==> config.mk <==
export PLATFORM = sky130hd
export DESIGN_NAME = rgba_texel_format_packer
export DESIGN_NICKNAME = d
export VERILOG_FILES = /design/src/rtfp_pkg.sv /design/src/rgba_texel_format_packer.sv
export SDC_FILE = /design/constraint.sdc
export NUM_CORES = 1
export LEC_CHECK = 0
export BUFFER_PORTS_ARGS = -buffer_cell sky130_fd_sc_hd__buf_4
export CAP_MARGIN = 15
export CORE_MARGIN = 2
export CORE_UTILIZATION = 55
export CTS_CLUSTER_DIAMETER = 40
export CTS_CLUSTER_SIZE = 8
export DETAILED_ROUTE_END_ITERATION = 8
export GPL_TIMING_DRIVEN = 0
export HOLD_SLACK_MARGIN = 0.03
export PLACE_DENSITY = 0.71
export SLEW_MARGIN = 20
export SYNTH_ARGS = -nofsm -noshare
export SYNTH_HDL_FRONTEND = slang
export SYNTH_SLANG_ARGS = --single-unit
==> constraint.sdc <==
create_clock -name i_clk -period 8.5 [get_ports i_clk]
set_input_delay 0.425 -clock i_clk [delete_from_list [all_inputs] [get_ports i_clk]]
set_output_delay 0.425 -clock i_clk [all_outputs]
set_load 0.005 [all_outputs]
==> src/rtfp_pkg.sv <==
// ----------------------------------------------------------------------------
// rtfp_pkg
// Types, constants and arithmetic helpers for the RGBA texel format packer.
// ----------------------------------------------------------------------------
package rtfp_pkg;

    localparam int PAD_ALIGN = 8;
    localparam int PHASE_W   = (PAD_ALIGN > 1) ? $clog2(PAD_ALIGN) : 1;

    localparam logic [15:0] LUMA_R = 16'd19661;
    localparam logic [15:0] LUMA_G = 16'd38666;
    localparam logic [15:0] LUMA_B = 16'd7209;

    localparam logic [7:0] THR_RESET = 8'd192;

    localparam logic [4:0] LEVELS_3 = 5'd7;
    localparam logic [4:0] LEVELS_4 = 5'd15;
    localparam logic [4:0] LEVELS_5 = 5'd31;

    localparam logic REG_FORMAT    = 1'b0;
    localparam logic REG_THRESHOLD = 1'b1;

    typedef enum logic [2:0] {
        FMT_I4     = 3'd0,
        FMT_I8     = 3'd1,
        FMT_IA4    = 3'd2,
        FMT_IA8    = 3'd3,
        FMT_IA16   = 3'd4,
        FMT_RGBA16 = 3'd5,
        FMT_RGBA32 = 3'd6
    } t_fmt;

    typedef enum logic [2:0] {
        S_IDLE,
        S_MAC,
        S_SCALE,
        S_BUILD,
        S_EMIT,
        S_PAD
    } t_state;

    typedef struct packed {
        logic [7:0] red;
        logic [7:0] green;
        logic [7:0] blue;
        logic [7:0] alpha;
        logic       last_pixel;
    } t_pixel;

    typedef struct packed {
        logic [7:0] out_byte;
        logic       last_byte;
    } t_texel;

    // floor(x / 255) for x below 65280
    function automatic logic [7:0] div255(input logic [15:0] x);
        logic [16:0] s;
        s = {1'b0, x} + {9'b0, x[15:8]} + 17'd1;
        return s[15:8];
    endfunction

    // round to nearest of v * levels / 255
    function automatic logic [4:0] quant(input logic [7:0] v, input logic [4:0] levels);
        logic [15:0] n;
        logic [7:0]  q;
        n = ({8'b0, v} * {11'b0, levels}) + 16'd127;
        q = div255(n);
        return q[4:0];
    endfunction

endpackage

==> src/rgba_texel_format_packer.sv <==
// ----------------------------------------------------------------------------
// rgba_texel_format_packer
// Converts RGBA8888 pixels into big-endian texel bytes (I4, I8, IA4, IA8,
// IA16, RGBA16, RGBA32), with nibble pairing and end-of-image padding.
// ----------------------------------------------------------------------------
// Each pixel yields B bytes (0 to 4, plus the flushed nibble byte and the
// zero padding up to a multiple of PAD_ALIGN bytes on the last pixel). The
// pixel is taken in (S_IDLE), the luma is accumulated through one shared
// 16x8 multiplier over red, green and blue (S_MAC), the multiplier is reused
// for the alpha scaling (S_SCALE), the bytes are formed (S_BUILD), then the
// output register takes one byte a cycle, longer while the receiver stalls.
// The next pixel is taken in the cycle after the last byte of the previous
// one enters the output register, or after S_BUILD if it yields no byte.
module rgba_texel_format_packer
    import rtfp_pkg::*;
(
    input  logic        i_clk,
    input  logic        i_rst_n,
    input  logic        i_valid,
    input  t_pixel      i_word,
    output logic        o_stall,
    output logic        o_valid,
    output t_texel      o_word,
    input  logic        i_stall,
    input  logic        psel,
    input  logic        penable,
    input  logic        pwrite,
    input  logic [2:0]  paddr,
    input  logic [31:0] pwdata,
    output logic [31:0] prdata,
    output logic        pready
);

    t_state             r_state, n_state;
    t_fmt               r_fmt;
    logic [7:0]         r_thr;
    t_pixel             r_pix;
    logic [1:0]         r_step;
    logic [23:0]        r_acc;
    logic [7:0]         r_luma;
    logic [3:0]         r_held;
    logic               r_odd;
    logic [PHASE_W-1:0] r_phase;
    logic [7:0]         r_buf [4];
    logic [2:0]         r_cnt;
    logic [1:0]         r_idx;
    logic               r_ovalid;
    t_texel             r_oword;

    logic [15:0]        w_mul_a;
    logic [7:0]         w_mul_b;
    logic [23:0]        w_prod;
    logic [7:0]         w_scaled;
    logic               w_opaque;
    logic [3:0]         w_nib;
    logic               w_nib_fmt;
    logic [15:0]        w_rgba16;
    logic [7:0]         w_buf [4];
    logic [2:0]         w_cnt;
    logic [3:0]         w_held;
    logic               w_odd;
    logic               w_slot_free;
    logic               w_load;
    logic [7:0]         w_byte;
    logic               w_flag;
    logic [PHASE_W-1:0] w_phase_next;
    logic               w_emit_done;
    logic               w_accept;
    logic               w_cfg_wr;

    assign pready   = 1'b1;
    assign w_cfg_wr = psel && penable && pwrite;
    assign prdata   = (paddr[2] == REG_FORMAT) ? {29'b0, r_fmt} : {24'b0, r_thr};

    assign o_stall  = (r_state != S_IDLE);
    assign w_accept = i_valid && (r_state == S_IDLE);
    assign o_valid  = r_ovalid;
    assign o_word   = r_oword;

    // shared multiplier
    always_comb begin
        w_mul_a = {8'b0, r_luma};
        w_mul_b = r_pix.alpha;
        if (r_state == S_MAC) begin
            unique case (r_step)
                2'd0:    begin w_mul_a = LUMA_R; w_mul_b = r_pix.red;   end
                2'd1:    begin w_mul_a = LUMA_G; w_mul_b = r_pix.green; end
                default: begin w_mul_a = LUMA_B; w_mul_b = r_pix.blue;  end
            endcase
        end
        w_prod = {8'b0, w_mul_a} * {16'b0, w_mul_b};
    end

    // byte formation
    always_comb begin
        w_scaled  = div255(r_acc[15:0]);
        w_opaque  = (r_pix.alpha >= r_thr);
        w_rgba16  = {quant(r_pix.red, LEVELS_5), quant(r_pix.green, LEVELS_5),
                     quant(r_pix.blue, LEVELS_5), w_opaque};
        w_nib     = 4'b0;
        w_nib_fmt = 1'b0;
        w_buf[0]  = 8'b0;
        w_buf[1]  = 8'b0;
        w_buf[2]  = 8'b0;
        w_buf[3]  = 8'b0;
        w_cnt     = 3'd0;
        w_held    = 4'b0;
        w_odd     = 1'b0;
        unique case (r_fmt)
            FMT_I4: begin
                w_nib_fmt = 1'b1;
                w_nib     = 4'(quant(w_scaled, LEVELS_4));
            end
            FMT_IA4: begin
                w_nib_fmt = 1'b1;
                w_nib     = {3'(quant(r_luma, LEVELS_3)), w_opaque};
            end
            FMT_I8: begin
                w_buf[0] = w_scaled;
                w_cnt    = 3'd1;
            end
            FMT_IA8: begin
                w_buf[0] = {4'(quant(r_luma, LEVELS_4)), 4'(quant(r_pix.alpha, LEVELS_4))};
                w_cnt    = 3'd1;
            end
            FMT_IA16: begin
                w_buf[0] = r_luma;
                w_buf[1] = r_pix.alpha;
                w_cnt    = 3'd2;
            end
            FMT_RGBA16: begin
                w_buf[0] = w_rgba16[15:8];
                w_buf[1] = w_rgba16[7:0];
                w_cnt    = 3'd2;
            end
            FMT_RGBA32: begin
                w_buf[0] = r_pix.red;
                w_buf[1] = r_pix.green;
                w_buf[2] = r_pix.blue;
                w_buf[3] = r_pix.alpha;
                w_cnt    = 3'd4;
            end
            default: begin
                w_cnt = 3'd0;
            end
        endcase
        if (w_nib_fmt) begin
            if (r_odd) begin
                w_buf[0] = {r_held, w_nib};
                w_cnt    = 3'd1;
            end else begin
                w_held = w_nib;
                w_odd  = 1'b1;
            end
        end
        if (r_pix.last_pixel) begin
            if (w_odd) begin
                w_buf[0] = {w_held, 4'b0};
                w_cnt    = 3'd1;
            end
            w_held = 4'b0;
            w_odd  = 1'b0;
        end
    end

    // next state
    always_comb begin
        n_state = r_state;
        unique case (r_state)
            S_IDLE:  if (i_valid) n_state = S_MAC;
            S_MAC:   if (r_step == 2'd2) n_state = S_SCALE;
            S_SCALE: n_state = S_BUILD;
            S_BUILD: begin
                if (w_cnt != 3'd0) n_state = S_EMIT;
                else if (r_pix.last_pixel && r_phase != '0) n_state = S_PAD;
                else n_state = S_IDLE;
            end
            S_EMIT: begin
                if (w_load && w_emit_done) begin
                    if (r_pix.last_pixel && w_phase_next != '0) n_state = S_PAD;
                    else n_state = S_IDLE;
                end
            end
            S_PAD: if (w_load && w_phase_next == '0) n_state = S_IDLE;
            default: n_state = S_IDLE;
        endcase
    end

    // output word
    always_comb begin
        w_slot_free  = !r_ovalid || !i_stall;
        w_phase_next = (r_phase == PHASE_W'(PAD_ALIGN - 1)) ? '0 : r_phase + 1'b1;
        w_emit_done  = ({1'b0, r_idx} + 3'd1 == r_cnt);
        w_load       = 1'b0;
        w_byte       = 8'b0;
        w_flag       = 1'b0;
        unique case (r_state)
            S_EMIT: begin
                w_load = w_slot_free;
                w_byte = r_buf[r_idx];
                w_flag = r_pix.last_pixel && w_emit_done && (w_phase_next == '0);
            end
            S_PAD: begin
                w_load = w_slot_free;
                w_flag = (w_phase_next == '0);
            end
            default: w_load = 1'b0;
        endcase
    end

    always_ff @(posedge i_clk) begin
        if (!i_rst_n) begin
            r_state  <= S_IDLE;
            r_fmt    <= FMT_I4;
            r_thr    <= THR_RESET;
            r_step   <= 2'd0;
            r_held   <= 4'b0;
            r_odd    <= 1'b0;
            r_phase  <= '0;
            r_cnt    <= 3'd0;
            r_idx    <= 2'd0;
            r_ovalid <= 1'b0;
        end else begin
            r_state <= n_state;
            if (w_cfg_wr) begin
                unique case (paddr[2])
                    REG_FORMAT:    r_fmt <= t_fmt'(pwdata[2:0]);
                    REG_THRESHOLD: r_thr <= pwdata[7:0];
                    default:       r_thr <= r_thr;
                endcase
            end
            if (w_accept) begin
                r_step <= 2'd0;
            end else if (r_state == S_MAC) begin
                r_step <= r_step + 2'd1;
            end
            if (r_state == S_BUILD) begin
                r_held <= w_held;
                r_odd  <= w_odd;
                r_cnt  <= w_cnt;
                r_idx  <= 2'd0;
            end
            if (w_load) begin
                r_phase <= w_phase_next;
                if (r_state == S_EMIT) r_idx <= r_idx + 2'd1;
                r_ovalid <= 1'b1;
            end else if (!i_stall) begin
                r_ovalid <= 1'b0;
            end
        end
    end

    always_ff @(posedge i_clk) begin
        if (w_accept) r_pix <= i_word;
        if (r_state == S_MAC) begin
            r_acc <= ((r_step == 2'd0) ? 24'd0 : r_acc) + w_prod;
        end else if (r_state == S_SCALE) begin
            r_acc <= w_prod;
        end
        if (r_state == S_MAC && r_step == 2'd2) r_luma <= w_prod[23:16] + r_acc[23:16]
            + 8'(({8'b0, w_prod[15:0]} + {8'b0, r_acc[15:0]}) >> 16);
        if (r_state == S_BUILD) begin
            r_buf[0] <= w_buf[0];
            r_buf[1] <= w_buf[1];
            r_buf[2] <= w_buf[2];
            r_buf[3] <= w_buf[3];
        end
        if (w_load) begin
            r_oword.out_byte  <= w_byte;
            r_oword.last_byte <= w_flag;
        end
    end

endmodule

==> key figures, run 1 <==
Clocking
  – Clock H-tree levels: 4
  – CTS buffer count: 17
  – Hold bufs inserted after CTS: 0
  – Clock sink total: 136
  – CTS root buf: clkbuf_16
  – Clk slew on worst S/H paths: 0.07 ns
  – CTS tree: yes
  – Clock buffer depth: 2
  – Clk Latency, worst-skew pair: 0.46 ns

Route
  – Routed len/inst: 19.7 um
  – Initial drt markers: 1435
  – Post-route ant nets: 0
  – Via density: 5.93
  – DR pass1 iterations: 6
  – Vias: 16700
  – Drt drc: 0
  – Routed WL: 55400 um

Worst setup path
  – Worst EP required: 8.70 ns
  – CP Launch Type: flip-flop
  – Worst path max stage delay: 0.54 ns
  – WS Path Type: flip-flop to flip-flop
  – CP Data Arrival Time: 8.38 ns
  – Slowest stage cell, crit path: fa_1
  – Most frequent CP cell: fa_1
  – Endpoint class of the critical path: flip-flop
  – Max FO, Critical Path: 10

Logic synthesis
  – Seq cells post-synth: 136
  – EDFF count, synth: 106
  – Area share of the largest cell type after synthesis: 18.9%
  – Cells after Synth: 2200
  – Top FF cell, synth: edfxtp_1
  – Asr flop ratio synth: 0%
  – Unique cell type count in the Yosys netlist: 83
  – Syn. warnings: 0
  – Average size of a mapped cell: 9.13 um^2
  – Largest area contributor in the synthesized netlist: ha_1
  – Top post-synthesis cells by area: ha_1, fa_1, edfxtp_1, inv_1, xnor2_1
  – Sequential area share after synthesis: 18.8%
  – Synthesized cell area: 20100 um^2

Die
  – Initial Util: 56.2%
  – Die area: 38100 um^2
  – Row count: 69
  – Core Area: 35700 um^2
  – Die X: 195 um
  – Number of I/O pins: 119
  – Die Y: 195 um

Timing
  – Max-slew violation count: 0
  – Final min period: 8.18 ns
  – Max Clock Freq: 122 MHz
  – Clock skew: 0.0117 ns
  – Worst Tran Pin Value: 0.913 ns
  – Final hold violations: 0
  – WHS: 0.141 ns
  – Final period utilization: 96.2%
  – Final setup fails: 0
  – Total negative setup slack: 0 ns
  – Slew headroom: 38.7%

Placement
  – Routability Congestion: 0.976
  – Placed cells: 2753
  – IO Port Bufs: 66
  – Dpl hpwl: 44600 um

Cells and area
  – N_diodes: 0
  – Nets@finish: 2879
  – Commonest non-fill, non-tap cells in the layout: inv_1, ha_1, fa_1, nor2_1, buf_4
  – Non-filler cells, final: 2809
  – Area growth, synth to finish: 12.0%
  – Layout cells sized above 1: 11.8%
  – Fillcell total: 3061
  – Most common cell after layout, fill and taps aside: inv_1

Status
  – Status: complete, no violations

Global route
  – First-pass GRT wire length: 89100 um
  – Initial antenna violation count: 1
  – GRT Total Usage: 29.8%
  – Pin count of the biggest net entering global routing: 34
  – GRT Residual Overflow: 0
  – Vias in the first global route: 16700

Hold path
  – Min-Delay Path Class: input port to flip-flop

Run
  – Maxcap violations: 0
-- worst max-delay path, delay by kind of cell (launching register included) --
| kind | cells | cell delay [ns] |
|---|---|---|
| adders and majority gates | 7 | 2.91 |
| AOI/OAI and AO/OA | 11 | 2.27 |
| and+or+nand+nor | 6 | 1.68 |
| buffers and inverters | 5 | 0.43 |
| DFF | 1 | 0.37 |
| xor gates and xnor gates | 2 | 0.25 |
-- kinds of logic (layout without fill, tap and decap cells) --
group	count (synthesis)	count (layout)	share of synthesized area (%)
AO/OA/AOI/OAI	467	467	15.5
XOR/XNOR	132	132	5.79
adder cells (fa/ha/maj)	469	469	35.4
buffers and inverters	387	512	7.73
flip-flops	136	136	18.8
multiplexers	43	43	2.72
other	2	25	0.0374
AND/OR/NAND/NOR	564	564	14.0
-- worst paths after layout --
check,cells past startpoint,slack [ns],start,endpoint
setup / recovery,31,0.32,r_step[0],r_acc[23]
hold / removal,1,0.14,i_word[28],r_pix[28]
setup reg to reg,31,0.32,r_step[0],r_acc[23]
hold reg to reg,2,0.47,r_held[2],r_held[2]
-- timing repair --
item / 4_1_cts / 5_1_grt
gates resized for setup: 61 / 46
endpoints found under the setup margin: 18 / 19
buffers inserted: 3 / 24
gates cloned: 0 / 0
pin swaps: 3 / 12
-- per-layer routing --
metal / up-vias / track usage (%) / share of wire [%]
met5: - / 0 / 0
met4: 0 / 10.6 / 3.4
met3: 103 / 4.75 / 7.9
met2: 641 / 48.5 / 46
met1: 8069 / 40.4 / 43
li1: 7852 / - / -
-- per-stage QoR --
step           utilization, %  setup slack, ns  cell area [um^2]
3_5_place_dp             59.6            -1.17             21300
4_1_cts                  61.9         0.000873             22100
2_1_floorplan               -            0.614             20200
5_1_grt                  62.9          -0.0370             22500
6_report                 62.9            0.321             22500
3_3_place_gp             59.4            -1.19             21200
-- layout make-up --
type	instances	area [um^2]	share of cell area [%]
Buffer	67	410	1.82
Clock buffer	19	475	2.11
Clock inverter	13	106	0.473
Inverter	317	1190	5.30
Multi-Input combinational cell	1700	15200	67.5
Sequential cell	136	3790	16.9
Tap cell	461	577	2.56
Timing Repair Buffer	96	761	3.38
-- registers in the layout, summed over array words and instances (netlist names) --
register	cells
r_luma	8
r_held	4
r_idx	2
r_fmt	3
r_buf	32
o_word	9
r_step	2
r_cnt	3
r_pix	33
r_state	3
r_phase	3
r_acc	24
r_odd	1
o_valid	1
r_thr	8
-- cell usage after synthesis (all sizes together), types with 13 or more instances --
master and instances:
dfxtp 30, mux2i 23, o21ai 90, buf 33, o21bai 13, fa 166
a211oi 23, clkbuf 37, nand3 35, and3 20, nand2 118, a21oi 121
and2 33, a21boi 15, xor2 46, a31oi 13, edfxtp 106, o21a 28
nor3 69, ha 303, xnor2 86, or2 17, nand2b 24, nor2 148
a21o 50, nor2b 45, inv 317, o211ai 15
Power of run 1 is not shown: default switching activity piles up to over one toggle a cycle in this logic, so the estimate is an artifact.
==> run 2, diff against run 1 <==
--- a/config.mk
+++ b/config.mk
@@ -9,5 +9,5 @@
 export CAP_MARGIN = 15
 export CORE_MARGIN = 2
-export CORE_UTILIZATION = 55
+export CORE_UTILIZATION = 45
 export CTS_CLUSTER_DIAMETER = 40
 export CTS_CLUSTER_SIZE = 8
@@ -15,5 +15,5 @@
 export GPL_TIMING_DRIVEN = 0
 export HOLD_SLACK_MARGIN = 0.03
-export PLACE_DENSITY = 0.71
+export PLACE_DENSITY_LB_ADDON = 0.08
 export SLEW_MARGIN = 20
 export SYNTH_ARGS = -nofsm -noshare
==> constraint.sdc (replaced) <==
create_clock -name i_clk -period 8.5 [get_ports i_clk]
set_input_delay 1.7 -clock i_clk [delete_from_list [all_inputs] [get_ports i_clk]]
set_output_delay 1.7 -clock i_clk [all_outputs]
set_load 0.005 [all_outputs]
==> run 2 against run 1 <==
- non-clock buffer count is 2 higher
- count of clock-buffer cells in the layout is 2 lower
- setup slack worse by 0.029 ns
- critical path depth is 2 lower
- largest cell class unchanged
- design area is 1.1% higher
- final cell count is 4.7% higher
- clock skew hardly changed
==> key figures, run 2 (synthesis results as in run 1) <==
Status
  – Status: complete, no violations

Placement
  – Placed cells: 2883
  – Pre-CTS setup slack: -1.61 ns
  – Dpl hpwl: 45100 um
  – Routability Congestion: 0.900
  – IO Port Bufs: 66

Route
  – Post-route ant nets: 0
  – Drt drc: 0
  – Via density: 5.48
  – DR pass1 iterations: 5
  – Vias: 16100
  – Routed WL: 55500 um
  – Routed len/inst: 18.9 um
  – Initial drt markers: 993

Cells and area
  – Nets@finish: 2881
  – Non-filler cells, final: 2942
  – Commonest non-fill, non-tap cells in the layout: inv_1, ha_1, fa_1, nor2_1, buf_4
  – Area growth, synth to finish: 13.2%
  – Top Registers: r_pix x33, r_buf x32, r_acc x24
  – Largest register FFs: 33
  – N_diodes: 0
  – Top reg by flops: r_pix
  – Layout cells sized above 1: 11.9%
  – Most common cell after layout, fill and taps aside: inv_1
  – Fin util: 51.5%

Clocking
  – Clock buffer depth: 2
  – CTS tree: yes
  – CTS root buf: clkbuf_16
  – Clk slew on worst S/H paths: 0.07 ns
  – Clock H-tree levels: 4
  – CTS buffer count: 17
  – Clock sink total: 136
  – Clk Latency, worst-skew pair: 0.49 ns

Timing
  – Worst Tran Pin Value: 0.988 ns
  – Worst setup margin: 0.293 ns
  – Max Clock Freq: 122 MHz
  – Final hold violations: 0
  – Final period utilization: 96.6%
  – WHS: 0.471 ns
  – Final min period: 8.21 ns
  – Final setup fails: 0
  – Clock skew: 0.0112 ns
  – Max-slew violation count: 0
  – Slew headroom: 33.5%

Hold path
  – Min-Delay Path Class: flip-flop to flip-flop
  – Hold Crit Start: r_held[0]
  – Hold path endpoint: r_held[0]
  – Worst hold path stage count: 2

Global route
  – GRT Total Usage: 24.7%
  – GRT Residual Overflow: 0
  – First-pass GRT wire length: 88400 um
  – Initial antenna violation count: 1
  – Pin count of the biggest net entering global routing: 34
  – Vias in the first global route: 16200

Die
  – Core Area: 44100 um^2
  – Row count: 77
  – Die Y: 215 um
  – Number of I/O pins: 119
  – Die area: 46300 um^2
  – Initial Util: 45.5%
  – Die X: 215 um

Worst setup path
  – R2R Setup Slk: 0.29 ns
  – Worst path max stage delay: 0.55 ns
  – Slowest stage cell, crit path: fa_1
  – WS Path Type: flip-flop to flip-flop
  – Max FO, Critical Path: 10
  – Reg-to-reg endpoint: r_acc[23]
  – Worst R2R Start: r_state[0]
  – Most frequent CP cell: fa_1
  – R2R depth: 29
  – Worst EP required: 8.73 ns
  – CP Launch Type: flip-flop
  – CP Data Arrival Time: 8.43 ns
  – Endpoint class of the critical path: flip-flop

Run
  – Maxcap violations: 0
-- run 2: critical path: cells and delay by family (launching register included) --
family / cells / cell delay, ns
AND/OR/NAND/NOR: 7 / 2.13
buffers and inverters: 5 / 0.52
XOR/XNOR: 2 / 0.30
flip-flops: 1 / 0.31
AO/OA/AOI/OAI: 9 / 1.99
adder cells (fa/ha/maj): 6 / 2.65
-- run 2: repair_timing --
action	CTS	global route
endpoints found under the setup margin	20	15
pin swaps	3	13
gates resized for setup	67	45
setup buffers	7	23
hold buffers	0	0
-- run 2: per-stage QoR --
stage,instance area [um^2],TNS (ns)
after floorplan,20200,0
after detailed placement,21500,-16.73
final,22700,0
after global placement,21400,-16.85
after CTS,22400,0
after global routing,22700,-0.0506
-- run 2: layout make-up --
cell class / count / area (um^2)
Multi-Input combinational cell: 1700 / 15200
Timing Repair Buffer: 98 / 776
Sequential cell: 136 / 3790
Fill cell: 4174 / 21400
Inverter: 317 / 1190
Buffer: 67 / 424
Tap cell: 592 / 741
Clock inverter: 15 / 181
Clock buffer: 17 / 425
-- run 2: worst max-delay path by stage --
| stage | startpoint | to | slack (ns) | cells past startpoint |
|---|---|---|---|---|
| detailed placement | r_state[1] | r_acc[23] | -1.61 | 30 |
| finish | r_state[0] | r_acc[23] | 0.29 | 29 |
| CTS | r_state[0] | r_luma[7] | 0.04 | 34 |
| global placement | r_state[1] | r_acc[23] | -1.64 | 30 |
| floorplan | r_step[1] | r_luma[7] | 0.61 | 37 |
| global route | r_state[0] | r_acc[23] | -0.04 | 29 |
-- run 2: layer usage --
layer	vias to the layer above	GRT usage, %	wire, um
met3	87	6.07	3750
met4	2	7.06	1480
met5	-	0	8
met2	404	40.3	25300
li1	7868	-	-
met1	7753	32.7	25000
Power of run 2 is left out for the same reason.
